--- src/sv/bsf_pkg.sv ---
// bsf_pkg: shared constants and types for the byte stuffing framer
// no dependencies; imported by bsf_expand, bsf_out_reg and the top level
package bsf_pkg;

  // line codes
  localparam logic [7:0] FLAG_BYTE   = 8'h7E;
  localparam logic [7:0] ESCAPE_BYTE = 8'h7D;

  // pieces of one input beat, in line order
  localparam int unsigned NumPieces = 4;
  localparam int unsigned PieceOpen  = 0;
  localparam int unsigned PieceEsc   = 1;
  localparam int unsigned PieceByte  = 2;
  localparam int unsigned PieceClose = 3;

  typedef logic [NumPieces-1:0] piece_mask_t;

  // one output beat travelling from the expander to the output register
  typedef struct packed {
    logic [7:0] out_byte;
    logic       run_end;
  } piece_t;

  // byte that needs an escape in front of it
  function automatic logic needs_escape(input logic [7:0] b);
    needs_escape = (b == FLAG_BYTE) || (b == ESCAPE_BYTE);
  endfunction

  // lowest set bit of a piece mask, as a one-hot mask
  function automatic piece_mask_t lowest_piece(input piece_mask_t m);
    lowest_piece = m & (~m + piece_mask_t'(1));
  endfunction

endpackage

--- src/sv/bsf_expand.sv ---
// bsf_expand: input register and piece sequencer for the byte stuffing framer
// depends on bsf_pkg; feeds one piece per cycle to bsf_out_reg while load_i is high
module bsf_expand import bsf_pkg::*; (
  input  logic       clk_i,
  input  logic       rst_ni,
  input  logic       in_valid_i,
  output logic       in_ready_o,
  input  logic [7:0] data_byte_i,
  input  logic       first_of_frame_i,
  input  logic       last_of_frame_i,
  output logic       piece_valid_o,
  output piece_t     piece_o,
  input  logic       load_i
);

  logic        st_valid_q, st_valid_d;
  piece_mask_t mask_q, mask_d;
  logic [7:0]  data_q;
  piece_mask_t sel;
  piece_mask_t remaining;
  logic        in_accept;

  // pick the next piece and what is left after it
  assign sel       = lowest_piece(mask_q);
  assign remaining = mask_q & ~sel;

  always_comb begin
    piece_o.run_end = (remaining == '0);
    priority if (sel[PieceByte]) begin
      piece_o.out_byte = data_q;
    end else if (sel[PieceEsc]) begin
      piece_o.out_byte = ESCAPE_BYTE;
    end else begin
      piece_o.out_byte = FLAG_BYTE;
    end
  end

  assign piece_valid_o = st_valid_q;

  // free when empty or when the last piece leaves this cycle
  assign in_ready_o = !st_valid_q || (load_i && (remaining == '0));
  assign in_accept  = in_valid_i && in_ready_o;

  // next item state
  always_comb begin
    st_valid_d = st_valid_q;
    mask_d     = mask_q;
    if (in_accept) begin
      st_valid_d             = 1'b1;
      mask_d                 = '0;
      mask_d[PieceOpen]  = first_of_frame_i;
      mask_d[PieceEsc]   = needs_escape(data_byte_i);
      mask_d[PieceByte]  = 1'b1;
      mask_d[PieceClose] = last_of_frame_i;
    end else if (load_i) begin
      st_valid_d = (remaining != '0);
      mask_d     = remaining;
    end
  end

  // control registers
  always_ff @(posedge clk_i or negedge rst_ni) begin
    if (!rst_ni) begin
      st_valid_q <= 1'b0;
      mask_q     <= '0;
    end else begin
      st_valid_q <= st_valid_d;
      mask_q     <= mask_d;
    end
  end

  // payload register
  always_ff @(posedge clk_i) begin
    if (in_accept) begin
      data_q <= data_byte_i;
    end
  end

`ifndef SYNTHESIS
  // a held item always has a piece left to send
  a_mask_nonempty: assert property (@(posedge clk_i) disable iff (!rst_ni)
    st_valid_q |-> (mask_q != '0))
    else $error("held item with no pieces left");

  // a waiting item keeps its pieces
  a_hold_when_blocked: assert property (@(posedge clk_i) disable iff (!rst_ni)
    (st_valid_q && !load_i) |=> (st_valid_q && $stable(mask_q)))
    else $error("pieces changed while output blocked");

  // an escape is always followed by its payload byte
  a_escape_then_byte: assert property (@(posedge clk_i) disable iff (!rst_ni)
    (st_valid_q && sel[PieceEsc]) |-> (remaining[PieceByte] && !piece_o.run_end))
    else $error("escape not followed by payload byte");

  // the payload byte is never the first piece when an opening flag is pending
  a_open_first: assert property (@(posedge clk_i) disable iff (!rst_ni)
    (st_valid_q && mask_q[PieceOpen]) |-> sel[PieceOpen])
    else $error("opening flag not sent first");
`endif

endmodule

--- src/sv/bsf_out_reg.sv ---
// bsf_out_reg: result register holding one framed beat for the receiver
// depends on bsf_pkg; loaded by bsf_expand
module bsf_out_reg import bsf_pkg::*; (
  input  logic       clk_i,
  input  logic       rst_ni,
  input  logic       piece_valid_i,
  input  piece_t     piece_i,
  output logic       load_o,
  output logic       out_valid_o,
  input  logic       out_ready_i,
  output logic [7:0] out_byte_o,
  output logic       run_end_o
);

  logic   valid_q;
  piece_t data_q;

  // load when empty or when the held beat is taken
  assign load_o = piece_valid_i && (!valid_q || out_ready_i);

  always_ff @(posedge clk_i or negedge rst_ni) begin
    if (!rst_ni) begin
      valid_q <= 1'b0;
    end else if (load_o) begin
      valid_q <= 1'b1;
    end else if (out_ready_i) begin
      valid_q <= 1'b0;
    end
  end

  always_ff @(posedge clk_i) begin
    if (load_o) begin
      data_q <= piece_i;
    end
  end

  assign out_valid_o = valid_q;
  assign out_byte_o  = data_q.out_byte;
  assign run_end_o   = data_q.run_end;

endmodule

--- src/sv/byte_stuffing_framer_core.sv ---
// byte_stuffing_framer_core: top level of the byte stuffing framer
// depends on bsf_pkg, bsf_expand and bsf_out_reg
//
// Input channel: one payload byte per beat (data_byte_i) with marks for the
// first and last byte of a frame, on in_valid_i / in_ready_o.
// Output channel: framed bytes on out_valid_o / out_ready_i. Each input beat
// gives one to four output beats: opening flag 0x7E if first_of_frame_i,
// escape 0x7D if the byte is 0x7E or 0x7D, the byte itself unchanged, and
// closing flag 0x7E if last_of_frame_i. run_end_o marks the last of them.
// Path: an accepted input beat is stored in the input register, and its
// pieces then move one by one into the result register, which drives the
// output. Throughput: one output beat per cycle while the receiver does not
// stall; an input beat holds the input stage until its last piece has left,
// so plain bytes flow at one per cycle, set by the piece sequencer in the
// input stage emitting one piece a cycle.
// The next input beat is taken in the cycle its predecessor's last piece
// moves into the result register, even while that result waits.
// Reset: asynchronous, active low; empties both registers, nothing else is
// kept. A receiver stall holds the result register and, behind it, the input
// stage; with a beat held there, in_ready_o drops until the pipeline moves.
module byte_stuffing_framer_core import bsf_pkg::*; (
  input  logic       clk_i,
  input  logic       rst_ni,
  input  logic       in_valid_i,
  output logic       in_ready_o,
  input  logic [7:0] data_byte_i,
  input  logic       first_of_frame_i,
  input  logic       last_of_frame_i,
  output logic       out_valid_o,
  input  logic       out_ready_i,
  output logic [7:0] out_byte_o,
  output logic       run_end_o
);

  logic   piece_valid;
  piece_t piece;
  logic   load;

  // input register and piece sequencer
  bsf_expand u_expand (
    .clk_i            (clk_i),
    .rst_ni           (rst_ni),
    .in_valid_i       (in_valid_i),
    .in_ready_o       (in_ready_o),
    .data_byte_i      (data_byte_i),
    .first_of_frame_i (first_of_frame_i),
    .last_of_frame_i  (last_of_frame_i),
    .piece_valid_o    (piece_valid),
    .piece_o          (piece),
    .load_i           (load)
  );

  // result register
  bsf_out_reg u_out_reg (
    .clk_i         (clk_i),
    .rst_ni        (rst_ni),
    .piece_valid_i (piece_valid),
    .piece_i       (piece),
    .load_o        (load),
    .out_valid_o   (out_valid_o),
    .out_ready_i   (out_ready_i),
    .out_byte_o    (out_byte_o),
    .run_end_o     (run_end_o)
  );

endmodule
--- config.mk ---
export PLATFORM = sky130hd
export DESIGN_NAME = byte_stuffing_framer_core
export DESIGN_NICKNAME = d
export VERILOG_FILES = /design/src/sv/bsf_pkg.sv /design/src/sv/bsf_expand.sv /design/src/sv/bsf_out_reg.sv /design/src/sv/byte_stuffing_framer_core.sv
export SDC_FILE = /design/constraint.sdc
export NUM_CORES = 1
export LEC_CHECK = 0
export ABC_AREA = 1
export ABC_CLOCK_PERIOD_IN_PS = 3800
export BUFFER_PORTS_ARGS = -buffer_cell sky130_fd_sc_hd__buf_4
export CAP_MARGIN = 20
export CORE_MARGIN = 1
export CORE_UTILIZATION = 55
export CTS_BUF_LIST = sky130_fd_sc_hd__clkbuf_8
export DETAILED_ROUTE_END_ITERATION = 16
export PLACE_DENSITY = 0.86
export SLEW_MARGIN = 25
export SYNTH_ARGS = -nofsm -noshare
export SYNTH_HDL_FRONTEND = slang
export SYNTH_HIERARCHICAL = 1
export SYNTH_SLANG_ARGS = --single-unit
--- constraint.sdc ---
create_clock -name clk_i -period 3.8 [get_ports clk_i]
set_clock_uncertainty 0.15 [all_clocks]
set_input_delay 0.38 -clock clk_i [delete_from_list [all_inputs] [get_ports clk_i]]
set_output_delay 0.38 -clock clk_i [all_outputs]
set_load 0.005 [all_outputs]
Word-level counts from Yosys, hierarchy flattened

Index checks and enable logic that the tools add are counted.
Widths: inputs -> output; s select.

$add $sub $neg: 1
Equality and inequality tests: 2
Multiplexer cells: 8
Bitwise operators: 4
Reduce and logical (&&, ||, !) cells: 12

Operators by type and width:

| kind                | count |
|---|---|
| $eq 8x7->1 const B  | 2 |
| $and 4x4->4         | 2 |
| $mux 4              | 2 |
| $mux 8              | 1 |
| $not 4->4           | 2 |
| $add 4x1->4 const B | 1 |
| $logic_not 4->1     | 1 |
| $mux 1              | 4 |
| $reduce_bool 2->1   | 2 |
| $reduce_bool 4->1   | 1 |
| $logic_and 1x1->1   | 3 |
| $logic_or 1x1->1    | 3 |
| $logic_not 1->1     | 2 |
| $mux 2              | 1 |

Register bits after elaboration: 23
Output and inout port bits: 11
Logic and storage cells: 33

Longest topological paths before layout

Gate-level depths: netlist (run 1).

Depth after elaboration: 10
Gate-level depth with buffers: 7
Depth with buffers taken out: 7

Cells and area by module

Netlist (run 1), hierarchy kept.

By module, submodules not included:

| module      | times used | cells an instance | area each (um2) |
|---|---|---|---|
| bsf_expand  | 1          | 64                | 635.6 |
| bsf_out_reg | 1          | 15                | 319.1 |

Least setup slack after synthesis (run 1)

No wires, ideal clock.

Kind: reg2reg
Start point: reg u_expand.st_valid_q (netlist: u_expand/piece_valid_o)
End point: reg u_expand.data_q[0] (enable)
Library setup time: 375 ps
Arrival time: 1659 ps
Path slack: 1615 ps
Cell stages (with the launch flop): 5
Buffers on the path: 0
Clock period less this slack: 2185 ps
Cell sequence: dfrtp_1 inv_1 a21oi_2 nand3_2 a21oi_1

Word-level cells in the longest chain between the ends: 4
Elaborated cells on any way between the ends: 5

RTL lines:

| element                | RTL line                        | source |
|---|---|---|
| from (decl)            | bsf_expand.sv:16                | `logic st_valid_q, st_valid_d;` |
| from (signal assigned) | bsf_expand.sv:67                | `st_valid_q <= st_valid_d;` |
| $logic_and 1x1->1      | bsf_out_reg.sv:19               | `assign load_o = piece_valid_i && (!valid_q \|\| out_ready_i);` |
| via load               | byte_stuffing_framer_core.sv:37 | `logic load;` |
| $logic_and 1x1->1      | bsf_expand.sv:41                | `assign in_ready_o = !st_valid_q \|\| (load_i && (remaining == '0));` |
| $logic_or 1x1->1       | bsf_expand.sv:41                |  |
| $logic_and 1x1->1      | bsf_expand.sv:42                | `assign in_accept = in_valid_i && in_ready_o;` |
| via u_expand.in_accept | bsf_expand.sv:21                | `logic in_accept;` |
| to (signal assigned)   | bsf_expand.sv:75                | `data_q <= data_byte_i;` |
| to (decl)              | bsf_expand.sv:18                | `logic [7:0] data_q;` |

The timed path passes the listed nets, and every way through them passes these cells.
A chain may end at the register's enable or synchronous reset.

Worst setup path in the final report (run 1)

Start point: reg u_expand.st_valid_q (netlist: u_expand/piece_valid_o)
End point: reg u_expand.data_q[1] (enable)

Same word-level chain as after synthesis.

==> results of run 1 <==
## synthesized netlist by cell type, drive strengths merged
cell type / number
nand4: 1
o21ai: 2
o211ai: 2
nand2: 13
edfxtp: 17
dfrtp: 6
nor3: 2
a21o: 1
or2: 5
o22a: 1
inv: 12
nor2: 6
a21oi: 4
nand3: 7
## report_power, final
| part | internal (mW) | total [mW] | switching [mW] |
|---|---|---|---|
| Clock | 0.0719 | 0.142 | 0.0698 |
| Combinational | 0.106 | 0.247 | 0.141 |
| Sequential | 0.359 | 0.392 | 0.0338 |
| Total | 0.536 | 0.781 | 0.245 |
## critical path, stage by stage (launching register included)
cell	delay, ns
dfrtp_1	0.48
inv_1	0.11
a21oi_2	0.55
nand3_2	0.24
a21oi_1	0.66
## stage by stage
stage	worst slack, ns	cell area (µm²)
5_1_grt	1.14	1210
3_5_place_dp	1.26	1150
4_1_cts	1.25	1210
3_3_place_gp	1.44	1150
6_report	1.26	1210
2_1_floorplan	1.62	955
## layout make-up
class                   count  area [µm²]
flip-flops and latches     23         661
fillers                   101         349
multi-input cells          44         249
repair buffers             25         190
inverters                  12        45.0
clock buffers               3        41.3
well taps                  16        20.0
clock inverters             1        3.75
## cell families (layout without fill, tap and decap cells)
logic type,after synthesis,in the layout,synth area share
DFF,23,23,0.692
buffers and inverters,12,41,0.0472
AOI/OAI and AO/OA,10,10,0.0681
and+or+nand+nor,34,34,0.193
## registers in the layout, summed over array words and instances, names as in the netlist
register and count:
u_out_reg/out_byte_o 8, u_expand/data_q 8, u_out_reg/out_valid_o 1, u_expand/mask_q 4, u_expand/piece_valid_o 1, u_out_reg/run_end_o 1
## metal layers
layer  up-vias  track usage  wire length (µm)
met1       322        0.252               740
li1        325            -                 -
met4         0        0.125                25
met2        22        0.391               995
met5         -            0                 0
met3         4       0.0292                76
## how the worst max path moves through the flow
stage	start	to	cells after the start
floorplan	u_expand/piece_valid_o	u_expand/data_q[0]	4
global placement	u_expand/piece_valid_o	u_expand/data_q[5]	4
detailed placement	u_expand/piece_valid_o	u_expand/data_q[2]	4
CTS	u_expand/piece_valid_o	u_expand/data_q[2]	4
global route	u_expand/piece_valid_o	u_expand/data_q[4]	4
finish	u_expand/piece_valid_o	u_expand/data_q[1]	4
==> key figures, run 1 <==
Outcome
  • Status: finished with violations
  • Failing checks: design-rule violations

Final layout
  • Share of cells above drive strength 1: 0.333
  • Nets: around 120
  • Commonest non-fill, non-tap cell in the layout: buf_4
  • Area Growth Syn to Fin: 26.7%
  • Finished Layout Cells: 124
  • Core Util, Final: 0.776
  • Leading cell types in the layout, fill and taps excluded: buf_4 (24), edfxtp_1 (17), inv_1 (12)
  • Diodes inserted: 0

Min path
  • Worst hold path class: primary input to flip-flop
  • Hold endpoint: u_expand/data_q[6]
  • Hold path startpoint: data_byte_i[6]
  • Min-Delay Path Depth: 1

Detailed routing
  • Total wire length after detailed routing: 1.84 mm
  • Starting DRT DRC Count: 26
  • Drt pass-1 iters: 10
  • Vias per cell: 5.43
  • Drt wl/cell: between 10 and 15 µm
  • Via count: ~670
  • Drc violations: 2
  • Antenna-violating nets left: 0

Critical path
  • Worst reg2reg path depth: 4
  • Critical path class: flip-flop to flip-flop
  • CP Max Fanout: 15
  • Reg-to-Reg End: u_expand/data_q[1]
  • Startpoint Class: flip-flop
  • Required time worst endpoint: ~3.5 ns
  • FF-to-FF Start: u_expand/piece_valid_o
  • Nature of the critical path endpoint: flip-flop
  • Worst reg-to-reg setup slack: 1.26 ns
  • CP arrival: approximately 2.3 ns

Placement
  • HPWL after DPL: approximately 1.4 mm
  • # placed instances: between 100 and 150
  • Port bufs: 24
  • Final GP Congestion: a little over 0.8

CTS
  • CTS tree: built
  • CTS Buf Count: 3
  • Reg clk slew, reported paths: around 0.070 ns
  • Clock Latency Late Sink: 0.25 ns
  • Hold buffers post-CTS: 1
  • Post-CTS repair timing setup buffer count: 0
  • Htree depth: 1
  • CTS Sinks: 23
  • Post-CTS Resized: 0
  • Clock tree buffer depth: 2
  • Clock root buffer: clkbuf_8

Floorplanning
  • Row Count: 14
  • Die Wd: ~44 µm
  • Die Y: between 40 and 50 µm
  • Core area: around 0.0016 mm²
  • Die area: about 0.0019 mm²
  • Ports: 25
  • Initial Util: 0.612

STA
  • Hold WS: between 0.15 and 0.2 ns
  • Setup TNS: 0 ns
  • Final setup viols: 0
  • Final Hold Viols: 0
  • Final period util: 0.669
  • Final Slew Violations: 0
  • Final min period: 2.54 ns
  • Slew HR: 0.486
  • Max Freq: about 0.4 GHz
  • RSZ-0062 raised after global routing: no
  • Worst Tran Pin Value: between 0.7 and 0.8 ns

Yosys
  • Yosys warns: 6
  • Average size of a mapped cell: 12.1 µm²
  • Mapped Nets: between 90 and 100
  • Post-synth top area cell: edfxtp_1
  • Mapped cell area: roughly 950 µm²
  • Synth unique cells: 21
  • Top cell type's share of synthesized area: 0.535
  • Synthesized instance count: between 70 and 80
  • Sequential fraction of the synthesis area: 0.692
  • Area contributors post-synth: edfxtp_1 (53%), dfrtp_1 (16%), inv_1 (4.3%)
  • Seq cells post-synth: 23

GRT
  • Vias in the first global route: approximately 630
  • Initial antenna violation count: 0
  • Gr usage total: 0.220
  • Grt ovf: 0
  • First-pass GRT wire length: roughly 2.9 mm
  • Largest net degree at the start of global routing: 16

Power and ir drop
  • Peak VDD IR: ~0.38 mV
  • Leak: 0.539 nW
  • PD cells: roughly 650 mW/mm²
  • Pwr Total: 781 µW

Run
  • Maxcap violations: 0
(Power assumes the default switching activity.)
==> run 2, diff against run 1 <==
ABC_CLOCK_PERIOD_IN_PS = 2150   (was 3800)
CORE_UTILIZATION = 48   (was 55)
PLACE_DENSITY = 0.8   (was 0.86)
clock period = 2.15 ns   (was 3.8 ns; I/O delays follow)
==> key figures, run 2 (synthesized netlist as in run 1, its figures left out) <==
Final layout
  • Nets: roughly 130
  • Diodes inserted: 0
  • Share of cells above drive strength 1: 0.333
  • Commonest non-fill, non-tap cell in the layout: buf_4
  • Post-layout instance area: between 0.001 and 0.0015 mm²
  • Leading cell types in the layout, fill and taps excluded: buf_4 (25), edfxtp_1 (17), inv_1 (11)
  • Finished Layout Cells: 142
  • Area Growth Syn to Fin: 37.9%

Placement
  • # placed instances: 129
  • Final GP Congestion: 0.874
  • HPWL after DPL: between 1 and 1.5 mm
  • Port bufs: 24
  • Area after DPL: around 0.0012 mm²

Critical path
  • Critical path's most frequent cell: a21oi_2
  • Critical path class: flip-flop to flip-flop
  • Worst path max stage delay: around 0.50 ns
  • CP cell instances: inv_1, a21oi_2, nand3_2, a21oi_2
  • Startpoint Class: flip-flop
  • Slowest CP cell: dfrtp_1
  • Nature of the critical path endpoint: flip-flop
  • CP Max Fanout: 8
  • CP arrival: around 1.6 ns
  • Required time worst endpoint: ~1.9 ns

GRT
  • Vias in the first global route: ~650
  • Largest net degree at the start of global routing: 15
  • First-pass GRT wire length: about 2.8 mm
  • Grt ovf: 0
  • Gr usage total: 0.192
  • Initial antenna violation count: 0

CTS
  • Clock root buffer: clkbuf_8
  • Reg clk slew, reported paths: ~0.080 ns
  • Clock Latency Late Sink: between 0.2 and 0.3 ns
  • CTS Sinks: 23
  • Htree depth: 1
  • CTS tree: built
  • Post-CTS Resized: 0
  • Post-CTS repair timing setup buffer count: 0
  • Clock tree buffer depth: 2
  • CTS Buf Count: 3

Detailed routing
  • Via count: approximately 670
  • Antenna-violating nets left: 0
  • Vias per cell: 4.75
  • Starting DRT DRC Count: 28
  • Drc violations: 0
  • Drt pass-1 iters: 4
  • Total wire length after detailed routing: approximately 1.7 mm
  • Drt wl/cell: about 12 µm

STA
  • RSZ-0062 raised after global routing: no
  • Final setup viols: 0
  • Max Freq: ~0.55 GHz
  • Slew HR: 0.708
  • Setup TNS: 0 ns
  • Final Hold Viols: 0
  • Final min period: 1.81 ns
  • Final Slew Violations: 0
  • Final period util: 0.844
  • Worst Tran Pin Value: ~0.44 ns

Power and ir drop
  • PD cells: roughly 1100 mW/mm²
  • Leak: ~0.57 nW
  • Pwr Total: between 1 and 1.5 mW
  • Peak VDD IR: roughly 0.6 mV

Min path
  • Worst hold path class: primary input to flip-flop

Floorplanning
  • Die area: around 0.0022 mm²
  • Die Wd: about 47 µm
  • Die Y: roughly 47 µm
  • Initial Util: 0.530
  • Core area: between 0.0015 and 0.002 mm²
  • Row Count: 15
  • Ports: 25

Run
  • Maxcap violations: 0

Outcome
  • Status: complete, no violations
## run 2: cell count changes in the layout (fill, tap and decap cells not counted)
cell           before  now
buf_4              24   25
dlygate4sd3_1       1    9
a21oi_2             1    2
inv_1              12   11
clkinvlp_4          0    1
a21oi_1             3    2
## run 2: layer usage
layer	vias up	routed length [µm]	GRT usage
met5	-	0	0
met4	0	21	0.118
met3	2	55	0.0235
met2	18	887	0.311
met1	312	725	0.241
li1	342	-	-
## run 2: timing repair
| item | 4_1_cts | 5_1_grt |
|---|---|---|
| hold endpoints to repair | 14 | 0 |
| hold buffers | 9 | 0 |
| endpoints found under the setup margin | 0 | 0 |
## run 2: final timing paths
kind / from / slack (ns) / cells past startpoint / end
max: u_expand/piece_valid_o / 0.34 / 4 / u_expand/data_q[0]
min: last_of_frame_i / 0.05 / 3 / u_expand/mask_q[3]
max reg2reg: u_expand/piece_valid_o / 0.34 / 4 / u_expand/data_q[0]
min reg2reg: u_expand/data_q[6] / 0.36 / 1 / u_out_reg/out_byte_o[6]
max in group asynchronous: rst_ni / 1.57 / 2 / u_expand/piece_valid_o
min in group asynchronous: rst_ni / 0.16 / 2 / u_expand/mask_q[0]
## run 2: final cells by class
class,instances,area (µm²)
fill,131,485
sequential,23,661
inverter,12,45.0
multi-input combinational,44,253
clock buffer,3,41.3
tap,25,31.3
timing repair buffer,34,278
clock inverter,1,7.51
## run 2: critical path, delay by kind of cell (launching register included)
family,cells,cell delay [ns]
flip-flops,1,0.50
AND/OR/NAND/NOR,1,0.15
buffers and inverters,1,0.11
AO/OA/AOI/OAI,2,0.57
## run 2: per-stage QoR
stage                     worst slack [ns]  hold WS, ns   util
after floorplan                      0.108       -0.231      -
after global placement               0.432       -0.122  0.653
after detailed placement             0.358       -0.119  0.653
after CTS                            0.343       0.0431  0.731
after global routing                 0.232       0.0579  0.731
final                                0.335       0.0463  0.731
## run 2: where the power goes
group / switching [mW] / internal [mW] / total (mW) / leakage, nW
Combinational: 0.247 / 0.205 / 0.451 / 0.325
Sequential: 0.0595 / 0.632 / 0.692 / 0.226
Clock: 0.131 / 0.131 / 0.262 / 0.0217
Total: 0.438 / 0.968 / 1.41 / 0.572
==> run 3, diff against run 2 <==
ABC_CLOCK_PERIOD_IN_PS = 1750   (was 2150)
CORE_UTILIZATION = 53   (was 48)
PLACE_DENSITY = 0.83   (was 0.8)
clock period = 1.75 ns   (was 2.15 ns; I/O delays follow)
==> key figures, run 3 (synthesized netlist as in run 1, its figures left out) <==
CTS
  • CTS tree: built
  • Clock tree buffer depth: 2
  • CTS Buf Count: 3
  • Htree depth: 1
  • Clock Latency Late Sink: around 0.26 ns
  • Post-CTS repair timing setup buffer count: 0
  • CTS Sinks: 23
  • Reg clk slew, reported paths: roughly 0.08 ns
  • Clock root buffer: clkbuf_8

Power and ir drop
  • Pint: between 1 and 1.5 mW
  • PD cells: around 1300 mW/mm²
  • Psw: about 600 µW
  • Peak VDD IR: approximately 0.80 mV
  • Leak: 0.581 nW
  • Clock power share: 0.178
  • Seq pwr share: 0.468
  • Logic pwr share: 0.354
  • Sw Ratio: 0.326

Placement
  • Area after DPL: between 0.001 and 0.0015 mm²
  • Port bufs: 24
  • HPWL after DPL: approximately 1.1 mm
  • Final GP Congestion: slightly below 0.9

Min path
  • Worst hold path class: primary input to flip-flop

GRT
  • Grt ovf: 0
  • First-pass GRT wire length: 3.23 mm
  • Vias in the first global route: between 700 and 800
  • Initial antenna violation count: 0
  • Largest net degree at the start of global routing: 15
  • Gr usage total: 0.239

Detailed routing
  • Drt pass-1 iters: 4
  • Drt wl/cell: 14.1 µm
  • Vias per cell: 5.23
  • Starting DRT DRC Count: 25
  • Antenna-violating nets left: 0
  • Total wire length after detailed routing: 2.02 mm
  • Drc violations: 0
  • Via count: about 750

Final layout
  • Diodes inserted: 0
  • Commonest non-fill, non-tap cell in the layout: buf_4
  • Share of cells above drive strength 1: 0.361
  • Nets: roughly 130
  • Area Growth Syn to Fin: 42.3%
  • Core Util, Final: 0.852
  • Post-layout instance area: 0.00136 mm²
  • Leading cell types in the layout, fill and taps excluded: buf_4 (26), edfxtp_1 (17), inv_1 (11)
  • Filler cell count in the final layout: 68

STA
  • Final Hold Viols: 0
  • Setup TNS: 0 ns
  • Final setup viols: 0
  • Worst Tran Pin Value: 0.322 ns
  • Slew HR: 0.785
  • RSZ-0062 raised after global routing: yes
  • Final min period: between 1.5 and 2 ns
  • Final period util: 0.983
  • Final Slew Violations: 0
  • Max Freq: roughly 0.58 GHz
  • Hold WS: about 0.037 ns

Critical path
  • Nature of the critical path endpoint: primary output
  • Critical path's most frequent cell: nor2_2
  • CP arrival: approximately 1.4 ns
  • Critical path class: flip-flop to primary output
  • Top Family by Delay on Critical Path: simple AND/OR/NAND/NOR gates
  • Required time worst endpoint: 1.42 ns
  • Slowest CP cell: dfrtp_2
  • Buf+Inv Stages, Crit Path: 1
  • Worst path max stage delay: about 0.45 ns
  • CP Max Fanout: 5
  • Startpoint Class: flip-flop
  • CP cell instances: nor2_4, nor2_2, nor2_2, nand3_4, nand2_4, buf_4

Floorplanning
  • Die area: slightly below 0.002 mm²
  • Die Y: around 44 µm
  • Initial Util: 0.599
  • Die Wd: 44.4 µm
  • Core area: approximately 0.0016 mm²
  • Ports: 25
  • Row Count: 14

Outcome
  • Status: complete, no violations

Run
  • Maxcap violations: 0
run 3: per-layer routing:
metal / track usage / wire length, µm
met4: 0.158 / 58
met1: 0.294 / 844
met2: 0.391 / 1020
met3: 0.0367 / 93
met5: 0 / 0
run 3: area by class of cell:
class                           instances  area [µm²]  share of cell area
Tap cell                               24        30.0              0.0221
Timing Repair Buffer                   36         295               0.217
Multi-Input combinational cell         44         275               0.203
Clock inverter                          1        7.51             0.00552
Clock buffer                            3        41.3              0.0304
Inverter                               12        45.0              0.0331
Sequential cell                        23         664               0.489
run 3: worst paths after layout:
check                              startpoint                 endpoint  slack [ns]  cells after the start
min                               out_ready_i    u_out_reg/out_valid_o        0.04                      4
min in group asynchronous              rst_ni       u_expand/mask_q[2]        0.10                      2
max reg2reg                u_expand/mask_q[1]       u_expand/data_q[6]        0.06                      5
max                        u_expand/mask_q[1]               in_ready_o        0.03                      6
max in group asynchronous              rst_ni   u_expand/piece_valid_o        1.23                      2
min reg2reg                u_expand/data_q[5]  u_out_reg/out_byte_o[5]        0.35                      1
run 3: power by group through the flow:
| stage | sequential (mW) | combinational, mW | clock (mW) |
|---|---|---|---|
| after floorplan | 0.864 | 0.339 | 0 |
| after global placement | 0.843 | 0.580 | 0 |
| after detailed placement | 0.847 | 0.590 | 0 |
| after CTS | 0.838 | 0.618 | 0.328 |
| after global routing | 0.859 | 0.692 | 0.353 |
| final | 0.846 | 0.640 | 0.322 |
run 3: worst register-to-register path, delay by kind of cell (launching register included):
family           cells  cell delay (ns)
AND/OR/NAND/NOR      4             0.47
AO/OA/AOI/OAI        1             0.30
flip-flops           1             0.45
run 3: what timing repair did:
item	in CTS	in global routing
hold endpoints to repair	15	0
resized for setup	0	2
setup endpoints to repair	0	1
hold buffers	10	0
run 3: per-stage QoR:
step	setup slack, ns	total power [mW]	cells
2_1_floorplan	0.00806	1.20	79
5_1_grt	-0.0300	1.90	143
3_5_place_dp	0.102	1.44	129
6_report	0.0302	1.81	143
3_3_place_gp	0.136	1.42	129
4_1_cts	0.0456	1.78	143
